### src/hdl/g3js_pkg.sv
// ----------------------------------------------------------------------------
// g3js_pkg
// shared constants, codes and types of the 3-d stencil sparsity walker
// ----------------------------------------------------------------------------
package g3js_pkg;

	localparam int MAX_SPECIES = 16;
	localparam int MAX_DIM     = 256;
	localparam int MAX_ROW     = 22;

	localparam int COL_W = 29;
	localparam int CNT_W = 5;
	localparam int IDX_W = 5;

	// register indexes
	localparam logic [2:0] CFG_SPECIES = 3'd0;
	localparam logic [2:0] CFG_SIZE_X  = 3'd1;
	localparam logic [2:0] CFG_SIZE_Y  = 3'd2;
	localparam logic [2:0] CFG_SIZE_Z  = 3'd3;
	localparam logic [2:0] CFG_CYC_X   = 3'd4;
	localparam logic [2:0] CFG_CYC_Y   = 3'd5;
	localparam logic [2:0] CFG_CYC_Z   = 3'd6;
	localparam logic [2:0] CFG_CAP     = 3'd7;

	// status codes
	localparam logic [1:0] STAT_OK       = 2'd0;
	localparam logic [1:0] STAT_OVERFLOW = 2'd1;
	localparam logic [1:0] STAT_FINISHED = 2'd2;

	typedef struct packed {
		logic             clr;
		logic             chk;
		logic [COL_W-1:0] cand;
	} row_ctl_t;

	function automatic logic [8:0] clamp_dim(input logic [8:0] v);
		logic [8:0] r;
		if (v == 9'd0) r = 9'd1;
		else if (v > 9'(MAX_DIM)) r = 9'(MAX_DIM);
		else r = v;
		return r;
	endfunction

	function automatic logic [4:0] clamp_species(input logic [4:0] v);
		logic [4:0] r;
		if (v == 5'd0) r = 5'd1;
		else if (v > 5'(MAX_SPECIES)) r = 5'(MAX_SPECIES);
		else r = v;
		return r;
	endfunction

endpackage

### src/hdl/g3js_mul.sv
// ----------------------------------------------------------------------------
// g3js_mul
// shared registered multiplier for the per-cell index products
// ----------------------------------------------------------------------------
module g3js_mul (
	input  logic                       clk,
	input  logic [8:0]                 a,
	input  logic [24:0]                b,
	output logic [g3js_pkg::COL_W-1:0] p
);

	logic [33:0] prod;

	assign prod = {25'd0, a} * {9'd0, b};

	always_ff @(posedge clk) begin
		p <= prod[g3js_pkg::COL_W-1:0];
	end

endmodule

### src/hdl/g3js_row.sv
// ----------------------------------------------------------------------------
// g3js_row
// row column store with duplicate check against earlier columns
// ----------------------------------------------------------------------------
module g3js_row (
	input  logic                       clk,
	input  logic                       arst_n,
	input  g3js_pkg::row_ctl_t         ctl,
	input  logic [g3js_pkg::IDX_W-1:0] rd_idx,
	output logic [g3js_pkg::COL_W-1:0] rd_data,
	output logic [g3js_pkg::CNT_W-1:0] cnt
);

	logic [g3js_pkg::COL_W-1:0] row_q [g3js_pkg::MAX_ROW];
	logic [g3js_pkg::CNT_W-1:0] cnt_q;
	logic                       hit;

	always_comb begin
		hit = 1'b0;
		for (int i = 0; i < g3js_pkg::MAX_ROW; i++) begin
			if ((g3js_pkg::CNT_W'(i) < cnt_q) && (row_q[i] == ctl.cand)) hit = 1'b1;
		end
	end

	always_ff @(posedge clk or negedge arst_n) begin
		if (!arst_n) begin
			cnt_q <= '0;
		end else if (ctl.clr) begin
			cnt_q <= '0;
		end else if (ctl.chk && !hit && (cnt_q < g3js_pkg::CNT_W'(g3js_pkg::MAX_ROW))) begin
			cnt_q <= cnt_q + 1'b1;
		end
	end

	always_ff @(posedge clk) begin
		if (!ctl.clr && ctl.chk && !hit && (cnt_q < g3js_pkg::CNT_W'(g3js_pkg::MAX_ROW))) begin
			row_q[cnt_q] <= ctl.cand;
		end
	end

	assign rd_data = (rd_idx < g3js_pkg::IDX_W'(g3js_pkg::MAX_ROW)) ? row_q[rd_idx] : '0;
	assign cnt     = cnt_q;

endmodule

### src/hdl/grid_3d_jacobian_sparsity.sv
// ----------------------------------------------------------------------------
// grid_3d_jacobian_sparsity
// throughput: one request at a time; the shared multiplier runs seven
//   products per cell, then one candidate per cycle is checked against the
//   row store, then one column per cycle is sent while the output is free
// status-only requests (finished or overflow) go from idle to the check state,
//   which loads their result into the output register once that register is free
// reset: asynchronous, active low; registers to their defaults, walk at cell one
// ----------------------------------------------------------------------------
module grid_3d_jacobian_sparsity (
	input  logic        clk,
	input  logic        arst_n,
	// request channel
	input  logic        s_tvalid,
	output logic        s_tready,
	input  logic [7:0]  s_tdata,   // [0] restart, [7:1] zero
	// result channel
	output logic        m_tvalid,
	input  logic        m_tready,
	output logic [63:0] m_tdata,   // [28:0] column, [60:29] row_pointer, [63:61] zero
	output logic        m_tlast,
	output logic [1:0]  m_tuser,   // [1:0] status
	// register write channel
	input  logic        cfg_valid,
	output logic        cfg_ready,
	input  logic [2:0]  cfg_index,
	input  logic [31:0] cfg_data
);

	localparam int CW = g3js_pkg::COL_W;

	// sequencer states
	localparam logic [3:0] ST_IDLE = 4'd0;
	localparam logic [3:0] ST_CHK  = 4'd1;
	localparam logic [3:0] ST_MUL  = 4'd2;
	localparam logic [3:0] ST_ADD1 = 4'd3;
	localparam logic [3:0] ST_ADD2 = 4'd4;
	localparam logic [3:0] ST_BLD  = 4'd5;
	localparam logic [3:0] ST_DRN  = 4'd6;
	localparam logic [3:0] ST_ACC  = 4'd7;
	localparam logic [3:0] ST_EMIT = 4'd8;

	// configuration registers
	logic [4:0]  species_q;
	logic [8:0]  size_x_q, size_y_q, size_z_q;
	logic        cyc_x_q, cyc_y_q, cyc_z_q;
	logic [31:0] cap_q;

	// walk state
	logic [3:0]    sp_q;
	logic [7:0]    px_q, py_q, pz_q;
	logic [CW-1:0] cell_q;
	logic [31:0]   ecnt_q;
	logic          halted_q;

	// sequencer
	logic [3:0] state_q;
	logic [2:0] mop_q;
	logic       mph_q;
	logic [2:0] k_q;
	logic       sph_q;
	logic [3:0] l_q;
	logic [g3js_pkg::IDX_W-1:0] idx_q;

	// per-cell products and sums
	logic [24:0]   sx_q, nt_q;
	logic [CW-1:0] isp_q, xs_q, yn_q, xm_q, ym_q, pt_q, ispt_q, acc_q;

	// candidate stage
	logic [CW-1:0] cand_s1;
	logic          cv_s1;

	// output register
	logic          ov_q, last_q;
	logic [CW-1:0] col_q;
	logic [31:0]   rp_q;
	logic [1:0]    stat_q;

	logic [4:0] nsp;
	logic [8:0] nx, ny, nz, x9, y9, z9;
	logic [CW-1:0] sx29, nz29, z29;

	assign nsp  = g3js_pkg::clamp_species(species_q);
	assign nx   = g3js_pkg::clamp_dim(size_x_q);
	assign ny   = g3js_pkg::clamp_dim(size_y_q);
	assign nz   = g3js_pkg::clamp_dim(size_z_q);
	assign x9   = {1'b0, px_q};
	assign y9   = {1'b0, py_q};
	assign z9   = {1'b0, pz_q};
	assign sx29 = {4'd0, sx_q};
	assign nz29 = {20'd0, nz};
	assign z29  = {21'd0, pz_q};

	// shared multiplier operand selection
	logic [8:0]    mul_a;
	logic [24:0]   mul_b;
	logic [CW-1:0] mul_p;

	always_comb begin
		case (mop_q)
			3'd0: begin mul_a = ny;           mul_b = {16'd0, nz}; end
			3'd1: begin mul_a = nx;           mul_b = sx_q;        end
			3'd2: begin mul_a = {5'd0, sp_q}; mul_b = nt_q;        end
			3'd3: begin mul_a = x9;           mul_b = sx_q;        end
			3'd4: begin mul_a = y9;           mul_b = {16'd0, nz}; end
			3'd5: begin mul_a = nx - 9'd1;    mul_b = sx_q;        end
			3'd6: begin mul_a = ny - 9'd1;    mul_b = {16'd0, nz}; end
			default: begin mul_a = '0;        mul_b = '0;          end
		endcase
	end

	g3js_mul u_mul (
		.clk (clk),
		.a   (mul_a),
		.b   (mul_b),
		.p   (mul_p)
	);

	// candidate column: a + b - c, wrapping at the column width
	logic          cv;
	logic [CW-1:0] ca, cb, cc, cand;

	always_comb begin
		cv = 1'b1;
		ca = cell_q;
		cb = '0;
		cc = '0;
		if (sph_q) begin
			cv = ({1'b0, l_q} != {1'b0, sp_q});
			ca = acc_q;
		end else begin
			case (k_q)
				3'd0: ;
				3'd1: if (z9 + 9'd1 < nz) cb = 29'd1;
					else begin cv = cyc_z_q; ca = ispt_q; cc = z29; end
				3'd2: if (y9 + 9'd1 < ny) cb = nz29;
					else begin cv = cyc_y_q; ca = ispt_q; cc = yn_q; end
				3'd3: if (x9 + 9'd1 < nx) cb = sx29;
					else begin cv = cyc_x_q; ca = ispt_q; cc = xs_q; end
				3'd4: if (px_q != 8'd0) cc = sx29;
					else begin cv = cyc_x_q; ca = ispt_q; cb = xm_q; cc = xs_q; end
				3'd5: if (py_q != 8'd0) cc = nz29;
					else begin cv = cyc_y_q; ca = ispt_q; cb = ym_q; cc = yn_q; end
				3'd6: if (pz_q != 8'd0) cc = 29'd1;
					else begin cv = cyc_z_q; ca = ispt_q; cb = nz29; cc = z29 + 29'd1; end
				default: cv = 1'b0;
			endcase
		end
		cand = ca + cb - cc;
	end

	// row store
	g3js_pkg::row_ctl_t     row_ctl;
	logic [CW-1:0]          row_data;
	logic [g3js_pkg::CNT_W-1:0] row_cnt;

	assign row_ctl.clr  = (state_q == ST_CHK);
	assign row_ctl.chk  = cv_s1;
	assign row_ctl.cand = cand_s1;

	g3js_row u_row (
		.clk     (clk),
		.arst_n  (arst_n),
		.ctl     (row_ctl),
		.rd_idx  (idx_q),
		.rd_data (row_data),
		.cnt     (row_cnt)
	);

	logic        out_free;
	logic        overflow;
	logic [32:0] need;
	logic        out_load;

	assign out_free = !ov_q || m_tready;
	assign need     = {1'b0, ecnt_q} + 33'd6 + {28'd0, nsp};
	assign overflow = need > {1'b0, cap_q};
	// output register takes a new result this cycle
	assign out_load = out_free && (((state_q == ST_CHK) && (halted_q || overflow)) ||
	                               (state_q == ST_EMIT));

	// register writes, always taken
	assign cfg_ready = 1'b1;

	always_ff @(posedge clk or negedge arst_n) begin
		if (!arst_n) begin
			species_q <= 5'd1;
			size_x_q  <= 9'd1;
			size_y_q  <= 9'd1;
			size_z_q  <= 9'd1;
			cyc_x_q   <= 1'b0;
			cyc_y_q   <= 1'b0;
			cyc_z_q   <= 1'b0;
			cap_q     <= '0;
		end else if (cfg_valid) begin
			case (cfg_index)
				g3js_pkg::CFG_SPECIES: species_q <= cfg_data[4:0];
				g3js_pkg::CFG_SIZE_X:  size_x_q  <= cfg_data[8:0];
				g3js_pkg::CFG_SIZE_Y:  size_y_q  <= cfg_data[8:0];
				g3js_pkg::CFG_SIZE_Z:  size_z_q  <= cfg_data[8:0];
				g3js_pkg::CFG_CYC_X:   cyc_x_q   <= cfg_data[0];
				g3js_pkg::CFG_CYC_Y:   cyc_y_q   <= cfg_data[0];
				g3js_pkg::CFG_CYC_Z:   cyc_z_q   <= cfg_data[0];
				g3js_pkg::CFG_CAP:     cap_q     <= cfg_data;
				default: ;
			endcase
		end
	end

	assign s_tready = (state_q == ST_IDLE);

	always_ff @(posedge clk or negedge arst_n) begin
		if (!arst_n) begin
			state_q  <= ST_IDLE;
			sp_q     <= '0;
			px_q     <= '0;
			py_q     <= '0;
			pz_q     <= '0;
			cell_q   <= 29'd1;
			ecnt_q   <= '0;
			halted_q <= 1'b0;
			mop_q    <= '0;
			mph_q    <= 1'b0;
			k_q      <= '0;
			sph_q    <= 1'b0;
			l_q      <= '0;
			idx_q    <= '0;
			sx_q     <= '0;
			nt_q     <= '0;
			isp_q    <= '0;
			xs_q     <= '0;
			yn_q     <= '0;
			xm_q     <= '0;
			ym_q     <= '0;
			pt_q     <= '0;
			ispt_q   <= '0;
			acc_q    <= '0;
			cand_s1  <= '0;
			cv_s1    <= 1'b0;
			ov_q     <= 1'b0;
			last_q   <= 1'b0;
			col_q    <= '0;
			rp_q     <= '0;
			stat_q   <= g3js_pkg::STAT_OK;
		end else begin
			if (out_load) ov_q <= 1'b1;
			else if (m_tready) ov_q <= 1'b0;
			cv_s1 <= (state_q == ST_BLD) && cv;
			case (state_q)
				ST_IDLE: begin
					if (s_tvalid) begin
						// restart request rewinds the walk to cell one
						if (s_tdata[0]) begin
							sp_q     <= '0;
							px_q     <= '0;
							py_q     <= '0;
							pz_q     <= '0;
							cell_q   <= 29'd1;
							ecnt_q   <= '0;
							halted_q <= 1'b0;
						end
						state_q <= ST_CHK;
					end
				end
				ST_CHK: begin
					if (halted_q || overflow) begin
						// single status-only result
						if (out_free) begin
							col_q    <= '0;
							last_q   <= 1'b1;
							rp_q     <= ecnt_q + 32'd1;
							stat_q   <= halted_q ? g3js_pkg::STAT_FINISHED
							                     : g3js_pkg::STAT_OVERFLOW;
							halted_q <= 1'b1;
							state_q  <= ST_IDLE;
						end
					end else begin
						mop_q   <= '0;
						mph_q   <= 1'b0;
						state_q <= ST_MUL;
					end
				end
				ST_MUL: begin
					// each product: operands in, then the product is captured
					mph_q <= !mph_q;
					if (mph_q) begin
						case (mop_q)
							3'd0: sx_q  <= mul_p[24:0];
							3'd1: nt_q  <= mul_p[24:0];
							3'd2: isp_q <= mul_p;
							3'd3: xs_q  <= mul_p;
							3'd4: yn_q  <= mul_p;
							3'd5: xm_q  <= mul_p;
							3'd6: ym_q  <= mul_p;
							default: ;
						endcase
						if (mop_q == 3'd6) state_q <= ST_ADD1;
						else mop_q <= mop_q + 3'd1;
					end
				end
				ST_ADD1: begin
					// offset of this grid point within one species
					pt_q    <= xs_q + yn_q + z29 + 29'd1;
					state_q <= ST_ADD2;
				end
				ST_ADD2: begin
					ispt_q  <= isp_q + pt_q;
					acc_q   <= pt_q;
					k_q     <= '0;
					sph_q   <= 1'b0;
					l_q     <= '0;
					state_q <= ST_BLD;
				end
				ST_BLD: begin
					cand_s1 <= cand;
					if (!sph_q) begin
						if (k_q == 3'd6) sph_q <= 1'b1;
						else k_q <= k_q + 3'd1;
					end else begin
						// same grid point, next species
						acc_q <= acc_q + {4'd0, nt_q};
						if ({1'b0, l_q} == nsp - 5'd1) state_q <= ST_DRN;
						else l_q <= l_q + 4'd1;
					end
				end
				ST_DRN: begin
					// last candidate checked at this edge
					state_q <= ST_ACC;
				end
				ST_ACC: begin
					ecnt_q <= ecnt_q + {27'd0, row_cnt};
					cell_q <= cell_q + 29'd1;
					idx_q  <= '0;
					// advance z, then y, then x, then species
					if (z9 + 9'd1 < nz) pz_q <= pz_q + 8'd1;
					else begin
						pz_q <= '0;
						if (y9 + 9'd1 < ny) py_q <= py_q + 8'd1;
						else begin
							py_q <= '0;
							if (x9 + 9'd1 < nx) px_q <= px_q + 8'd1;
							else begin
								px_q <= '0;
								if ({1'b0, sp_q} + 5'd1 < nsp) sp_q <= sp_q + 4'd1;
								else begin
									sp_q     <= '0;
									halted_q <= 1'b1;
								end
							end
						end
					end
					state_q <= ST_EMIT;
				end
				ST_EMIT: begin
					if (out_free) begin
						col_q  <= row_data;
						stat_q <= g3js_pkg::STAT_OK;
						if (idx_q == row_cnt - 5'd1) begin
							last_q  <= 1'b1;
							rp_q    <= ecnt_q + 32'd1;
							state_q <= ST_IDLE;
						end else begin
							last_q <= 1'b0;
							rp_q   <= '0;
							idx_q  <= idx_q + 5'd1;
						end
					end
				end
				default: state_q <= ST_IDLE;
			endcase
		end
	end

	assign m_tvalid = ov_q;
	assign m_tdata  = {3'd0, rp_q, col_q};
	assign m_tlast  = last_q;
	assign m_tuser  = stat_q;

endmodule
### config.mk
export PLATFORM = sky130hd
export DESIGN_NAME = grid_3d_jacobian_sparsity
export DESIGN_NICKNAME = d
export VERILOG_FILES = /design/src/hdl/g3js_pkg.sv /design/src/hdl/g3js_mul.sv /design/src/hdl/g3js_row.sv /design/src/hdl/grid_3d_jacobian_sparsity.sv
export SDC_FILE = /design/constraint.sdc
export NUM_CORES = 2
export LEC_CHECK = 0
export BUFFER_PORTS_ARGS = -buffer_cell sky130_fd_sc_hd__buf_4
export CAP_MARGIN = 40
export CORE_MARGIN = 4
export CORE_UTILIZATION = 35
export DETAILED_ROUTE_END_ITERATION = 12
export GPL_TIMING_DRIVEN = 0
export SKIP_CTS_REPAIR_TIMING = 1
export SYNTH_ARGS = -nofsm -noshare
export SYNTH_HDL_FRONTEND = slang
export SYNTH_SLANG_ARGS = --single-unit
### constraint.sdc
create_clock -name clk -period 8.75 [get_ports clk]
set_clock_uncertainty 0.15 [all_clocks]
set_input_delay 1.3125 -clock clk [delete_from_list [all_inputs] [get_ports clk]]
set_output_delay 1.3125 -clock clk [all_outputs]
set_load 0.005 [all_outputs]
==> impl_results.md <==
* Hold WC Path Type: reg2reg
* Detailed-route via count at 55600
* Clock sinks at 1227
* Root Buffer: clkbuf_16
* P_int at 13.5 mW
* WL/cell at 28.4 µm
* Final worst path period need at 8430 ps
* Initial antenna violation count at 8
* Syn Std Cell Area at 73100 µm²
* Worst-path clk slew at 60 ps
* I/O Buffers at 104
* Core area at 207000 µm²
* Final instance area at 83800 µm²
* Post-DRT Antenna Nets at 0
* Sequential share of power at 0.336
* Worst-Skew Late Latency at 830 ps
* Tightest Pin Transition at 1110 ps
* Die Wd at 465 µm
* Ports at 118
* Startpoint Class: flip-flop
* CP arrival at 8960 ps
* Cell mode on critical path: clkbuf_1
* Clk pwr share at 0.239
* Final Wtd Congestion at 1.02
* Async SR Flop Fraction at 0.456
* Syn Area/Cell at 11.5 µm²
* Synth Register Bits at 1227
* CTS tree: built
* Drt pass-1 iters at 6
* Area Growth Syn to Fin at 14.6%
* Slew Viols, Final at 0
* Global-route usage over all layers at 0.247
* Layout Utilization at 0.404
* Final setup fails at 0
* Slowest-stage cell, CP: or4_1
* Die area at 216000 µm²
* Die Ht at 465 µm
* R2r setup slk at 320 ps
* Critical Path Max Stage Delay at 600 ps
* Post-Synthesis Cells at 6378
* Most used DFF post-synth: edfxtp_1
* DRC Markers at 0
* Longest Clk Path Bufs at 3
* Pre-CTS setup slack at -519 ps
* Seq/Total Area, Yosys at 0.462
* FILL cells at 19600
* Area leader, netlist: edfxtp_1
* Grt total ovfl at 0
* Peak VDD IR at 0.000171 V
* WHS at 331 ps
* Initial Util at 0.353
* Yosys top cell area share at 0.262
* P per Cell Area at 283 nW/µm²
* Commonest non-fill, non-tap cell in the layout: edfxtp_1
* # nets final at 7248
* DRT iter0 DRCs at 7329
* Library cells used by synthesis at 88
* Switching Share at 0.430
* Outcome: complete, no violations
* H-tree depth at 4
* Inserted Clock Buffers at 132
* DP Area at 79500 µm²
* Gate power share at 0.425
* Slew HR at 0.257
* MaxCap Viol Count at 0
* CP Capture Type: flip-flop
* Row count at 167
* Post-synth EDFFs at 638
* Worst setup margin at 321 ps
* Crit path kind: reg2reg
* Synth area leaders: edfxtp_1 (26%), dfrtp_1 (19%), xor2_1 (6.2%)
* RR Startpoint: size_z_q[8]$_DFFE_PN0P_
* CP Launch Point: size_z_q[8]$_DFFE_PN0P_
* Final Hold Vio Count at 0
* Worst-path maximum fanout at 10
* Post-DP HPWL at 211 mm
* HP Start: rp_q[22]$_DFFE_PN0P_
* Vias in the first global route at 55000
* Net Switching at 10.2 mW
* Tcrit/Tclk final at 0.963
* Largest net degree at the start of global routing at 105
* Setup_tns at 0 ps
* DR vias/cell at 5.77
* Fmax at 119 MHz
* Global-route wire length before repair at 389 mm
* Most frequent cells in the layout: edfxtp_1 (638), dfrtp_1 (550), xor2_1 (517), nand2_1 (460), nor2_1 (373)
* Leak at 33.5 nW
* Final Routed Wirelength at 274 mm
* Yosys warns at 0
* Share of cells above drive strength 1 at 0.139
* WP data required at 9280 ps
==> synth_stat cells (all sizes together) (48+ instances only) <==
master / count
xor2: 517
xnor2: 365
o22ai: 67
buf: 93
mux2i: 99
nor2: 395
clkbuf: 274
o31ai: 51
nor3: 77
edfxtp: 638
dfrtp: 555
a22o: 53
nand2b: 82
inv: 349
and3: 48
a21oi: 207
a21o: 82
o21ai: 254
mux2: 262
ha: 271
mux4: 145
nand2: 460
nor4: 115
a22oi: 68
nand3: 93
nand4: 102
fa: 194
==> critical path: cells and delay by family, from the launching register on <==
| family | cells | cell delay (ps) |
|---|---|---|
| AO/OA/AOI/OAI | 9 | 2600 |
| XOR/XNOR | 1 | 280 |
| adder cells (fa/ha/maj) | 3 | 1240 |
| buffers and inverters | 5 | 1470 |
| flip-flops | 1 | 350 |
| multiplexers | 1 | 280 |
| AND/OR/NAND/NOR | 7 | 1940 |
==> registers in the layout, indices dropped and copies added, names as in the netlist, 32 cells and up <==
name and count:
u_row.row_q 638, rp_q 32, ecnt_q 32, cap_q 32
==> power by group through the flow <==
stage          registers [mW]  logic (mW)  clock network [mW]
5_1_grt                  7.98        10.6                5.93
3_5_place_dp             8.02        9.72                   0
4_1_cts                  7.90        9.79                5.68
6_report                 7.96        10.1                5.67
3_3_place_gp             8.27        8.93                   0
2_1_floorplan            7.55        5.59                   0
==> metal layers <==
| metal | GRT usage | wire (µm) | share of wire |
|---|---|---|---|
| met3 | 0.0639 | 29300 | 0.11 |
| met4 | 0.147 | 19800 | 0.072 |
| met5 | 0 | 40 | 0.00015 |
| met1 | 0.320 | 107000 | 0.39 |
| met2 | 0.371 | 118000 | 0.43 |
==> area by class of cell <==
cell class / instances / area (µm²) / area share
Sequential cell: 1227 / 33800 / 0.403
Buffer: 366 / 1460 / 0.0174
Clock inverter: 53 / 548 / 0.00654
Clock buffer: 189 / 3720 / 0.0444
Antenna cell: 8 / 20.0 / 0.000239
Timing Repair Buffer: 222 / 2680 / 0.0320
Inverter: 349 / 1310 / 0.0156
Tap cell: 2788 / 3490 / 0.0416
Multi-Input combinational cell: 4437 / 36800 / 0.439
==> stage by stage <==
stage / total power, mW / cells
detailed placement: 17.7 / 9387
finish: 23.7 / 9639
CTS: 23.4 / 9629
global route: 24.5 / 9631
global placement: 17.2 / 9272
floorplan: 13.1 / 6380
==> path summary, 6_finish.rpt <==
check	end	depth (start not counted)
worst min register to register	rp_q[22]$_DFFE_PN0P_	2
worst min-delay path	rp_q[22]$_DFFE_PN0P_	2
min in group asynchronous	py_q[1]$_DFFE_PN0P_	1
worst max-delay path	cand_s1[28]$_DFFE_PN0P_	26
max in group asynchronous	col_q[18]$_DFFE_PN0P_	4
worst max register to register	cand_s1[28]$_DFFE_PN0P_	26
==> cells by family after synthesis <==
kind of cell / share of synthesized area
DFF: 0.462
AOI/OAI and AO/OA: 0.0973
buffers and inverters: 0.0375
other: 0.000103
xor gates and xnor gates: 0.106
adders and majority gates: 0.0994
and+or+nand+nor: 0.0994
muxes: 0.0985
Note: power is estimated with default switching activity, not from simulation.
